$ cat config.mk
export PLATFORM = sky130hd
export DESIGN_NAME = counting_multiset_table_core_flat
export DESIGN_NICKNAME = d
export VERILOG_FILES = /design/src/hdl/cmt_pkg.sv /design/src/hdl/cmt_channels.sv /design/src/hdl/cmt_datapath.sv /design/src/hdl/cmt_ctrl.sv /design/src/hdl/counting_multiset_table_core.sv /design/src/flat_wrapper.sv
export SDC_FILE = /design/constraint.sdc
export NUM_CORES = 2
export LEC_CHECK = 0
export ABC_AREA = 1
export BUFFER_PORTS_ARGS = -buffer_cell sky130_fd_sc_hd__buf_4
export CORE_MARGIN = 3
export CORE_UTILIZATION = 35
export CTS_CLUSTER_SIZE = 12
export DETAILED_ROUTE_END_ITERATION = 8
export PLACE_DENSITY = 0.51
export SYNTH_ARGS = -nofsm -noshare
export SYNTH_HDL_FRONTEND = slang
export SYNTH_SLANG_ARGS = --single-unit
$ cat constraint.sdc
create_clock -name clock -period 10.1 [get_ports clock]
set_input_delay 0.505 -clock clock [delete_from_list [all_inputs] [get_ports clock]]
set_output_delay 0.505 -clock clock [all_outputs]
set_load 0.02 [all_outputs]
$ cat src/hdl/cmt_pkg.sv
// ----------------------------------------------------------------------------
// cmt_pkg
// Shared sizes, codes and control types of the counting multiset table.
// ----------------------------------------------------------------------------
package cmt_pkg;

   localparam int ENTRIES    = 64;
   localparam int ELEM_BITS  = 16;
   localparam int COUNT_BITS = 16;
   localparam int IDX_BITS   = $clog2(ENTRIES);
   localparam int FILL_BITS  = $clog2(ENTRIES + 1);

   // request codes
   localparam logic REQ_ADD    = 1'b0;
   localparam logic REQ_LOOKUP = 1'b1;

   // result status codes
   localparam logic STATUS_OK   = 1'b0;
   localparam logic STATUS_FULL = 1'b1;

   typedef struct packed {
      logic [ELEM_BITS-1:0]  key;
      logic [COUNT_BITS-1:0] count;
   } entry_type;

   typedef struct packed {
      logic start;
      logic scan;
      logic commit;
   } cmd_type;

   typedef struct packed {
      logic scan_done;
   } stat_type;

endpackage

$ cat src/hdl/cmt_channels.sv
// ----------------------------------------------------------------------------
// cmt channels
// Request and response channels with a valid/ready handshake.
// ----------------------------------------------------------------------------
interface cmt_req_if;
   logic                           valid;
   logic                           ready;
   logic                           req_type;
   logic [cmt_pkg::ELEM_BITS-1:0]  elem_value;

   modport source (output valid, req_type, elem_value, input ready);
   modport sink   (input valid, req_type, elem_value, output ready);
endinterface

interface cmt_rsp_if;
   logic                           valid;
   logic                           ready;
   logic [cmt_pkg::COUNT_BITS-1:0] elem_count;
   logic [cmt_pkg::FILL_BITS-1:0]  distinct_total;
   logic [cmt_pkg::ELEM_BITS-1:0]  popular_value;
   logic [cmt_pkg::COUNT_BITS-1:0] popular_count;
   logic                           bag_empty;
   logic                           status;

   modport source (output valid, elem_count, distinct_total, popular_value, popular_count,
                   bag_empty, status, input ready);
   modport sink   (input valid, elem_count, distinct_total, popular_value, popular_count,
                   bag_empty, status, output ready);
endinterface

$ cat src/hdl/cmt_datapath.sv
// ----------------------------------------------------------------------------
// cmt_datapath
// Entry memory, sequential key search, count update, mode tracking and the
// response register.
// ----------------------------------------------------------------------------
module cmt_datapath (
   input  logic                           clock,
   input  logic                           reset,
   input  cmt_pkg::cmd_type               cmd,
   output cmt_pkg::stat_type              stat,
   input  logic                           req_type,
   input  logic [cmt_pkg::ELEM_BITS-1:0]  elem_value,
   output logic [cmt_pkg::COUNT_BITS-1:0] elem_count,
   output logic [cmt_pkg::FILL_BITS-1:0]  distinct_total,
   output logic [cmt_pkg::ELEM_BITS-1:0]  popular_value,
   output logic [cmt_pkg::COUNT_BITS-1:0] popular_count,
   output logic                           bag_empty,
   output logic                           status
);

   // entries fill from slot 0 upwards and are never removed,
   // so the fill count marks exactly the valid slots
   cmt_pkg::entry_type mem [cmt_pkg::ENTRIES];
   cmt_pkg::entry_type rd_data_ff;

   logic [cmt_pkg::ELEM_BITS-1:0]  key_ff;
   logic                           lookup_ff;
   logic [cmt_pkg::FILL_BITS-1:0]  scan_idx_ff, scan_idx_in;
   logic                           rd_pend_ff, rd_pend_in;
   logic                           hit_ff, hit_in;
   logic [cmt_pkg::IDX_BITS-1:0]   hit_idx_ff, rd_idx_ff;
   logic [cmt_pkg::COUNT_BITS-1:0] hit_count_ff;
   logic [cmt_pkg::FILL_BITS-1:0]  distinct_ff, distinct_in;
   logic [cmt_pkg::ELEM_BITS-1:0]  best_value_ff, best_value_in;
   logic [cmt_pkg::COUNT_BITS-1:0] best_count_ff, best_count_in;

   logic [cmt_pkg::COUNT_BITS-1:0] rsp_count_ff, rsp_count_in;
   logic [cmt_pkg::FILL_BITS-1:0]  rsp_total_ff;
   logic [cmt_pkg::ELEM_BITS-1:0]  rsp_pop_value_ff;
   logic [cmt_pkg::COUNT_BITS-1:0] rsp_pop_count_ff;
   logic                           rsp_empty_ff;
   logic                           rsp_status_ff, rsp_status_in;

   logic                           issue;
   logic                           match;
   logic                           full;
   logic                           wr_en;
   logic [cmt_pkg::IDX_BITS-1:0]   wr_idx;
   cmt_pkg::entry_type             wr_data;
   logic [cmt_pkg::COUNT_BITS-1:0] cand_count;
   logic                           take_best;

   assign issue = cmd.scan && !hit_ff && (scan_idx_ff != distinct_ff);
   assign match = rd_pend_ff && !hit_ff && (rd_data_ff.key == key_ff);
   assign full  = (distinct_ff == cmt_pkg::FILL_BITS'(cmt_pkg::ENTRIES));

   assign stat.scan_done = hit_ff || ((scan_idx_ff == distinct_ff) && !rd_pend_ff);

   always_comb begin
      scan_idx_in = scan_idx_ff;
      rd_pend_in  = 1'b0;
      hit_in      = hit_ff;
      if (cmd.start) begin
         scan_idx_in = '0;
         hit_in      = 1'b0;
      end else begin
         if (issue) begin
            scan_idx_in = scan_idx_ff + cmt_pkg::FILL_BITS'(1);
            rd_pend_in  = 1'b1;
         end
         if (match) begin
            hit_in = 1'b1;
         end
      end
   end

   // update of one entry; only that entry can overtake the current mode
   always_comb begin
      wr_en         = 1'b0;
      wr_idx        = hit_idx_ff;
      cand_count    = '0;
      distinct_in   = distinct_ff;
      rsp_count_in  = '0;
      rsp_status_in = cmt_pkg::STATUS_OK;
      if (lookup_ff == cmt_pkg::REQ_LOOKUP) begin
         rsp_count_in = hit_ff ? hit_count_ff : '0;
      end else if (hit_ff) begin
         cand_count   = (&hit_count_ff) ? hit_count_ff
                                        : hit_count_ff + cmt_pkg::COUNT_BITS'(1);
         wr_en        = 1'b1;
         rsp_count_in = cand_count;
      end else if (!full) begin
         cand_count   = cmt_pkg::COUNT_BITS'(1);
         wr_en        = 1'b1;
         wr_idx       = distinct_ff[cmt_pkg::IDX_BITS-1:0];
         distinct_in  = distinct_ff + cmt_pkg::FILL_BITS'(1);
         rsp_count_in = cand_count;
      end else begin
         rsp_status_in = cmt_pkg::STATUS_FULL;
      end
      wr_data.key   = key_ff;
      wr_data.count = cand_count;

      take_best = wr_en && ((cand_count > best_count_ff) ||
                            ((cand_count == best_count_ff) && (key_ff < best_value_ff)));
      best_value_in = take_best ? key_ff : best_value_ff;
      best_count_in = take_best ? cand_count : best_count_ff;
   end

   always_ff @(posedge clock) begin
      if (issue) begin
         rd_data_ff <= mem[scan_idx_ff[cmt_pkg::IDX_BITS-1:0]];
         rd_idx_ff  <= scan_idx_ff[cmt_pkg::IDX_BITS-1:0];
      end
      if (cmd.commit && wr_en) begin
         mem[wr_idx] <= wr_data;
      end
   end

   always_ff @(posedge clock) begin
      if (cmd.start) begin
         key_ff    <= elem_value;
         lookup_ff <= req_type;
      end
      if (match) begin
         hit_idx_ff   <= rd_idx_ff;
         hit_count_ff <= rd_data_ff.count;
      end
      if (cmd.commit) begin
         rsp_count_ff     <= rsp_count_in;
         rsp_total_ff     <= distinct_in;
         rsp_pop_value_ff <= (distinct_in == '0) ? '0 : best_value_in;
         rsp_pop_count_ff <= (distinct_in == '0) ? '0 : best_count_in;
         rsp_empty_ff     <= (distinct_in == '0);
         rsp_status_ff    <= rsp_status_in;
      end
   end

   always_ff @(posedge clock) begin
      if (reset) begin
         scan_idx_ff   <= '0;
         rd_pend_ff    <= 1'b0;
         hit_ff        <= 1'b0;
         distinct_ff   <= '0;
         best_value_ff <= '0;
         best_count_ff <= '0;
      end else begin
         scan_idx_ff <= scan_idx_in;
         rd_pend_ff  <= rd_pend_in;
         hit_ff      <= hit_in;
         if (cmd.commit) begin
            distinct_ff   <= distinct_in;
            best_value_ff <= best_value_in;
            best_count_ff <= best_count_in;
         end
      end
   end

   assign elem_count     = rsp_count_ff;
   assign distinct_total = rsp_total_ff;
   assign popular_value  = rsp_pop_value_ff;
   assign popular_count  = rsp_pop_count_ff;
   assign bag_empty      = rsp_empty_ff;
   assign status         = rsp_status_ff;

endmodule

$ cat src/hdl/cmt_ctrl.sv
// ----------------------------------------------------------------------------
// cmt_ctrl
// Sequencer for accept, search and commit, and the response valid flag.
// ----------------------------------------------------------------------------
module cmt_ctrl (
   input  logic              clock,
   input  logic              reset,
   input  logic              req_valid,
   output logic              req_ready,
   output logic              rsp_valid,
   input  logic              rsp_ready,
   input  cmt_pkg::stat_type stat,
   output cmt_pkg::cmd_type  cmd
);

   typedef enum logic [2:0] {
      ST_IDLE   = 3'b001,
      ST_SCAN   = 3'b010,
      ST_COMMIT = 3'b100
   } state_type;

   state_type state_ff, state_in;
   logic      rsp_valid_ff, rsp_valid_in;
   logic      slot_free;

   // the response register may be reloaded in the cycle it is taken
   assign slot_free = !rsp_valid_ff || rsp_ready;
   assign req_ready = (state_ff == ST_IDLE);
   assign rsp_valid = rsp_valid_ff;

   always_comb begin
      state_in   = state_ff;
      cmd.start  = 1'b0;
      cmd.scan   = 1'b0;
      cmd.commit = 1'b0;
      case (state_ff)
         ST_IDLE: begin
            if (req_valid) begin
               cmd.start = 1'b1;
               state_in  = ST_SCAN;
            end
         end
         ST_SCAN: begin
            cmd.scan = 1'b1;
            if (stat.scan_done) begin
               state_in = ST_COMMIT;
            end
         end
         ST_COMMIT: begin
            if (slot_free) begin
               cmd.commit = 1'b1;
               state_in   = ST_IDLE;
            end
         end
         default: begin
            state_in = ST_IDLE;
         end
      endcase
   end

   always_comb begin
      rsp_valid_in = rsp_valid_ff;
      if (cmd.commit) begin
         rsp_valid_in = 1'b1;
      end else if (rsp_ready) begin
         rsp_valid_in = 1'b0;
      end
   end

   always_ff @(posedge clock) begin
      if (reset) begin
         state_ff     <= ST_IDLE;
         rsp_valid_ff <= 1'b0;
      end else begin
         state_ff     <= state_in;
         rsp_valid_ff <= rsp_valid_in;
      end
   end

endmodule

$ cat src/hdl/counting_multiset_table_core.sv
// ----------------------------------------------------------------------------
// counting_multiset_table_core
// Bounded table of distinct values with occurrence counts and mode tracking.
// ----------------------------------------------------------------------------
// One request at a time: an add or lookup is taken when the core is idle, the
// stored values are searched one entry per cycle through the registered read
// port of the entry memory, and the result lands in a response register.
// The search walks the filled entries through the single read port and stops
// early at a match. A new request is taken while an earlier response still
// waits on rsp_chan. The mode is updated incrementally on each add, with ties
// going to the smaller value. A new value added to a full table is dropped
// with status set; counts saturate.
// ----------------------------------------------------------------------------
module counting_multiset_table_core (
   input  logic       clock,
   input  logic       reset,
   cmt_req_if.sink    req_chan,
   cmt_rsp_if.source  rsp_chan
);

   cmt_pkg::cmd_type  cmd;
   cmt_pkg::stat_type stat;

   cmt_ctrl u_ctrl (
      .clock     (clock),
      .reset     (reset),
      .req_valid (req_chan.valid),
      .req_ready (req_chan.ready),
      .rsp_valid (rsp_chan.valid),
      .rsp_ready (rsp_chan.ready),
      .stat      (stat),
      .cmd       (cmd)
   );

   cmt_datapath u_datapath (
      .clock          (clock),
      .reset          (reset),
      .cmd            (cmd),
      .stat           (stat),
      .req_type       (req_chan.req_type),
      .elem_value     (req_chan.elem_value),
      .elem_count     (rsp_chan.elem_count),
      .distinct_total (rsp_chan.distinct_total),
      .popular_value  (rsp_chan.popular_value),
      .popular_count  (rsp_chan.popular_count),
      .bag_empty      (rsp_chan.bag_empty),
      .status         (rsp_chan.status)
   );

endmodule

$ cat src/flat_wrapper.sv
// flat-port wrapper written by rule: the top's interface ports become plain ports
module counting_multiset_table_core_flat 
  (clock, reset, req_chan_valid, req_chan_req_type, req_chan_elem_value, req_chan_ready, rsp_chan_valid, rsp_chan_elem_count, rsp_chan_distinct_total, rsp_chan_popular_value, rsp_chan_popular_count, rsp_chan_bag_empty, rsp_chan_status, rsp_chan_ready);
  cmt_req_if req_chan_i ();
  cmt_rsp_if rsp_chan_i ();
  input  logic clock;
  input  logic reset;
  input wire logic [$bits(req_chan_i.valid)-1:0] req_chan_valid;
  input wire logic [$bits(req_chan_i.req_type)-1:0] req_chan_req_type;
  input wire logic [$bits(req_chan_i.elem_value)-1:0] req_chan_elem_value;
  output wire logic [$bits(req_chan_i.ready)-1:0] req_chan_ready;
  output wire logic [$bits(rsp_chan_i.valid)-1:0] rsp_chan_valid;
  output wire logic [$bits(rsp_chan_i.elem_count)-1:0] rsp_chan_elem_count;
  output wire logic [$bits(rsp_chan_i.distinct_total)-1:0] rsp_chan_distinct_total;
  output wire logic [$bits(rsp_chan_i.popular_value)-1:0] rsp_chan_popular_value;
  output wire logic [$bits(rsp_chan_i.popular_count)-1:0] rsp_chan_popular_count;
  output wire logic [$bits(rsp_chan_i.bag_empty)-1:0] rsp_chan_bag_empty;
  output wire logic [$bits(rsp_chan_i.status)-1:0] rsp_chan_status;
  input wire logic [$bits(rsp_chan_i.ready)-1:0] rsp_chan_ready;
  assign req_chan_i.valid = req_chan_valid;
  assign req_chan_i.req_type = req_chan_req_type;
  assign req_chan_i.elem_value = req_chan_elem_value;
  assign req_chan_ready = req_chan_i.ready;
  assign rsp_chan_valid = rsp_chan_i.valid;
  assign rsp_chan_elem_count = rsp_chan_i.elem_count;
  assign rsp_chan_distinct_total = rsp_chan_i.distinct_total;
  assign rsp_chan_popular_value = rsp_chan_i.popular_value;
  assign rsp_chan_popular_count = rsp_chan_i.popular_count;
  assign rsp_chan_bag_empty = rsp_chan_i.bag_empty;
  assign rsp_chan_status = rsp_chan_i.status;
  assign rsp_chan_i.ready = rsp_chan_ready;
  counting_multiset_table_core u_core (.clock(clock), .reset(reset), .req_chan(req_chan_i), .rsp_chan(rsp_chan_i));
endmodule
==> impl_metrics.tcl <==
set metrics [dict create \
    power.internal_mw 15.0 \
    fin_crit_ns 4.91 \
    wl_per_cell_um 25.9 \
    relSlewSlack 0.221 \
    grt_usage 0.201 \
    setup_viol 0 \
    synth_seq_cells 2234 \
    post-cts-setup-buffer-count 0 \
    slew_violations 0 \
    cts_root_buf "clkbuf_16" \
    numClockSinks 2234 \
    cts_buffers 222 \
    p_sw_frac 0.242 \
    yosys_warnings 0 \
    path_class "register to register" \
    grt_pass1_vias 53100 \
    tritoncts "built" \
    place_inst 9947 \
    cp_max_fo 92 \
    crit_buf_inv 6 \
    fin_ws_ns 5.19 \
    p_sw_mw 4.77 \
    crit_path_max_incr_delay_ns 0.82 \
    clock_power_share 0.382 \
    grt_pass1_wl_um 385000 \
    postLayoutCoreUtil 0.397 \
    power_leakage_nw 31.6 \
    synth_common_cells "edfxtp_1 (2182), nor2_1 (1237), o21ai_0 (1046), nand2_1 (474), nand3_1 (318)" \
    post-place-ws_ns 5.27 \
    initial_core_util 0.352 \
    first_iter_violations 6197 \
    p_per_area_nw_per_um2 197 \
    vias 56700 \
    grt.busiest_layer "met2" \
    crit_chain "inv_1 -> nor3_2 -> inv_1 -> nor2_4 -> buf_4 -> inv_2 -> nor2_1 -> inv_2 -> nor2_4 -> nand2_1 -> nor2_4 -> buf_4" \
    grt-ovfl-total 0 \
    max-vdd-ir-drop_mv 0.128 \
    first_pass_iters 5 \
    fin_cells 10300 \
    clkLatencyLatePin_ns 0.85 \
    clk_pin_slew_worst_paths_ns 0.06 \
    critPathTopFamily "buffers and inverters" \
    slowest_stage "buf_4" \
    h-tree-depth 4 \
    fin_skew_ns 0.0268 \
    comb_power_share 0.084 \
    die_h_um 509 \
    syn_inst 6821 \
    synth_cell_type_count 43 \
    grtUsageMet1 0.288 \
    yosysTopAreaCell "edfxtp_1" \
    min-delay-path-class "primary input to register" \
    final_nets 6898 \
    rows 184 \
    clock.fmax_ghz 0.204 \
    drc 0 \
    grtUsageMet2 0.317 \
    setup_tns_ns 0 \
    synth_top_area_frac 0.739 \
    synth_edf_count 2182 \
    rsz0062_at_grt "false" \
    layout-drive-gt1-share 0.0900 \
    period_share 0.486 \
    clockBufferDepth 3 \
    drtAntennaViolNets 0 \
    cpMostUsedCell "nor2_4" \
    status "completed" \
    dieArea_um2 259000 \
    placed_area_um2 93300 \
    hpwl_um 137000 \
    ios 80 \
    wirelength_um 268000 \
    cp.required_ns 10.57 \
    die_width_um 509 \
    fillerInstances 23400 \
    gp_congestion 0.825 \
    yosys-top-cells-area "edfxtp_1 (74%), o21ai_0 (5.9%), nor2_1 (5.2%), o22ai_1 (2.1%), nand2_1 (2.0%)" \
    syn_avg_cell_area_um2 13.0 \
    finalHoldViolCount 0 \
    crit_path_start_kind "register" \
    grt_use_met3 0.0282 \
    worstSetupEndpointType "register" \
    async_flop_share 0 \
    seq_area_frac_synth 0.751 \
    synth_fp_nets 6877 \
    grt_antenna_before_repair 8 \
    cap_violations 0 \
    io_buffers 79 \
    p_seq_frac 0.535 \
    yosysMostFrequentCell "edfxtp_1" \
    tightest_slew_ns 1.17 \
    arrival_ns 5.38 \
    ys.flop_type "edfxtp_1" \
    grt_max_degree 241 \
    fin_hold_ws_ns 0.0919 \
    syn_area_um2 88700 \
    stdcell_area_um2 100000 \
    viasPerCell 5.48 \
    area_delta_synth_final_pct 12.7 \
    core_um2 252000 \
    p_total_mw 19.7 \
]
## per-layer routing
layer | up-vias | wire length [um]
li1 | 25300 | -
met1 | 29000 | 119000
met2 | 2021 | 124000
met3 | 374 | 17000
met4 | 2 | 8420
met5 | - | 12
## cells by family (layout without fill, tap and decap cells)
kind of cell               count (synthesis)  in the layout  share of synthesized area
and+or+nand+nor                         2109           2109                     0.0967
other                                      0              6                          0
adders and majority gates                 35             35                    0.00494
xor gates and xnor gates                  18             18                    0.00178
buffers and inverters                    619            790                     0.0302
AOI/OAI and AO/OA                       1806           1806                      0.116
DFF                                     2234           2234                      0.751
## cell usage in the layout, fill, tap and decap left out, drive strengths merged, types with 35 or more instances in the layout
cell    netlist  final
a21oi       150    150
buf         182    235
clkbuf      275    301
clkinv        3     65
dfxtp        52     52
edfxtp     2182   2182
ha           35     35
inv         159    166
nand2       479    479
nand3       321    321
nand4        37     37
nor2       1245   1245
o211ai      107    107
o21ai      1098   1098
o221ai      145    145
o22ai       292    292
## state kept, by name, indices dropped and copies added, names as in the netlist
signal,count
u_core.u_datapath.mem,2048
u_core.u_datapath.rd_data_ff,32
u_core.u_datapath.best_count_ff,16
u_core.u_datapath.best_value_ff,16
u_core.u_datapath.elem_count,16
u_core.u_datapath.hit_count_ff,16
u_core.u_datapath.key_ff,16
u_core.u_datapath.popular_count,16
u_core.u_datapath.popular_value,16
u_core.u_datapath.distinct_ff,7
u_core.u_datapath.distinct_total,7
u_core.u_datapath.scan_idx_ff,7
u_core.u_datapath.hit_idx_ff,6
u_core.u_datapath.rd_idx_ff,6
u_core.u_ctrl.state_ff,3
u_core.u_ctrl.rsp_valid,1
u_core.u_datapath.bag_empty,1
u_core.u_datapath.hit_ff,1
u_core.u_datapath.lookup_ff,1
u_core.u_datapath.rd_pend_ff,1
u_core.u_datapath.status,1
## cell type report
cell class	count	area [um^2]	share of cell area
clock buffers	301	5920	0.0593
repair buffers	254	2090	0.0209
diodes	6	15.0	0.000150
well taps	3348	4190	0.0419
flip-flops and latches	2234	66600	0.666
multi-input cells	3968	20000	0.200
clock inverters	73	507	0.00507
inverters	162	648	0.00648
## what timing repair did
item | in CTS | in global routing
setup endpoints to repair | 0 | 0
hold buffers | 19 | 0
gates resized for setup | 0 | 0
hold endpoints to repair | 19 | 0
## power by group through the flow
stage	combinational (mW)	clock [mW]	sequential [mW]
2_1_floorplan	0.770	0	10.9
3_3_place_gp	1.61	0	10.7
3_5_place_dp	1.63	0	10.7
4_1_cts	1.64	7.69	10.5
5_1_grt	1.78	8.03	10.5
6_report	1.65	7.53	10.5
## worst paths after layout
check                                 start                              end  slack, ns  cells past startpoint
max               u_core.u_ctrl.state_ff[2]    u_core.u_datapath.mem[23][20]       5.19                     12
min                                   reset          u_core.u_ctrl.rsp_valid       0.09                      2
max reg2reg       u_core.u_ctrl.state_ff[2]    u_core.u_datapath.mem[23][20]       5.19                     12
min reg2reg  u_core.u_datapath.rd_idx_ff[3]  u_core.u_datapath.hit_idx_ff[3]       0.42                      0
(Power assumes the default switching activity.)
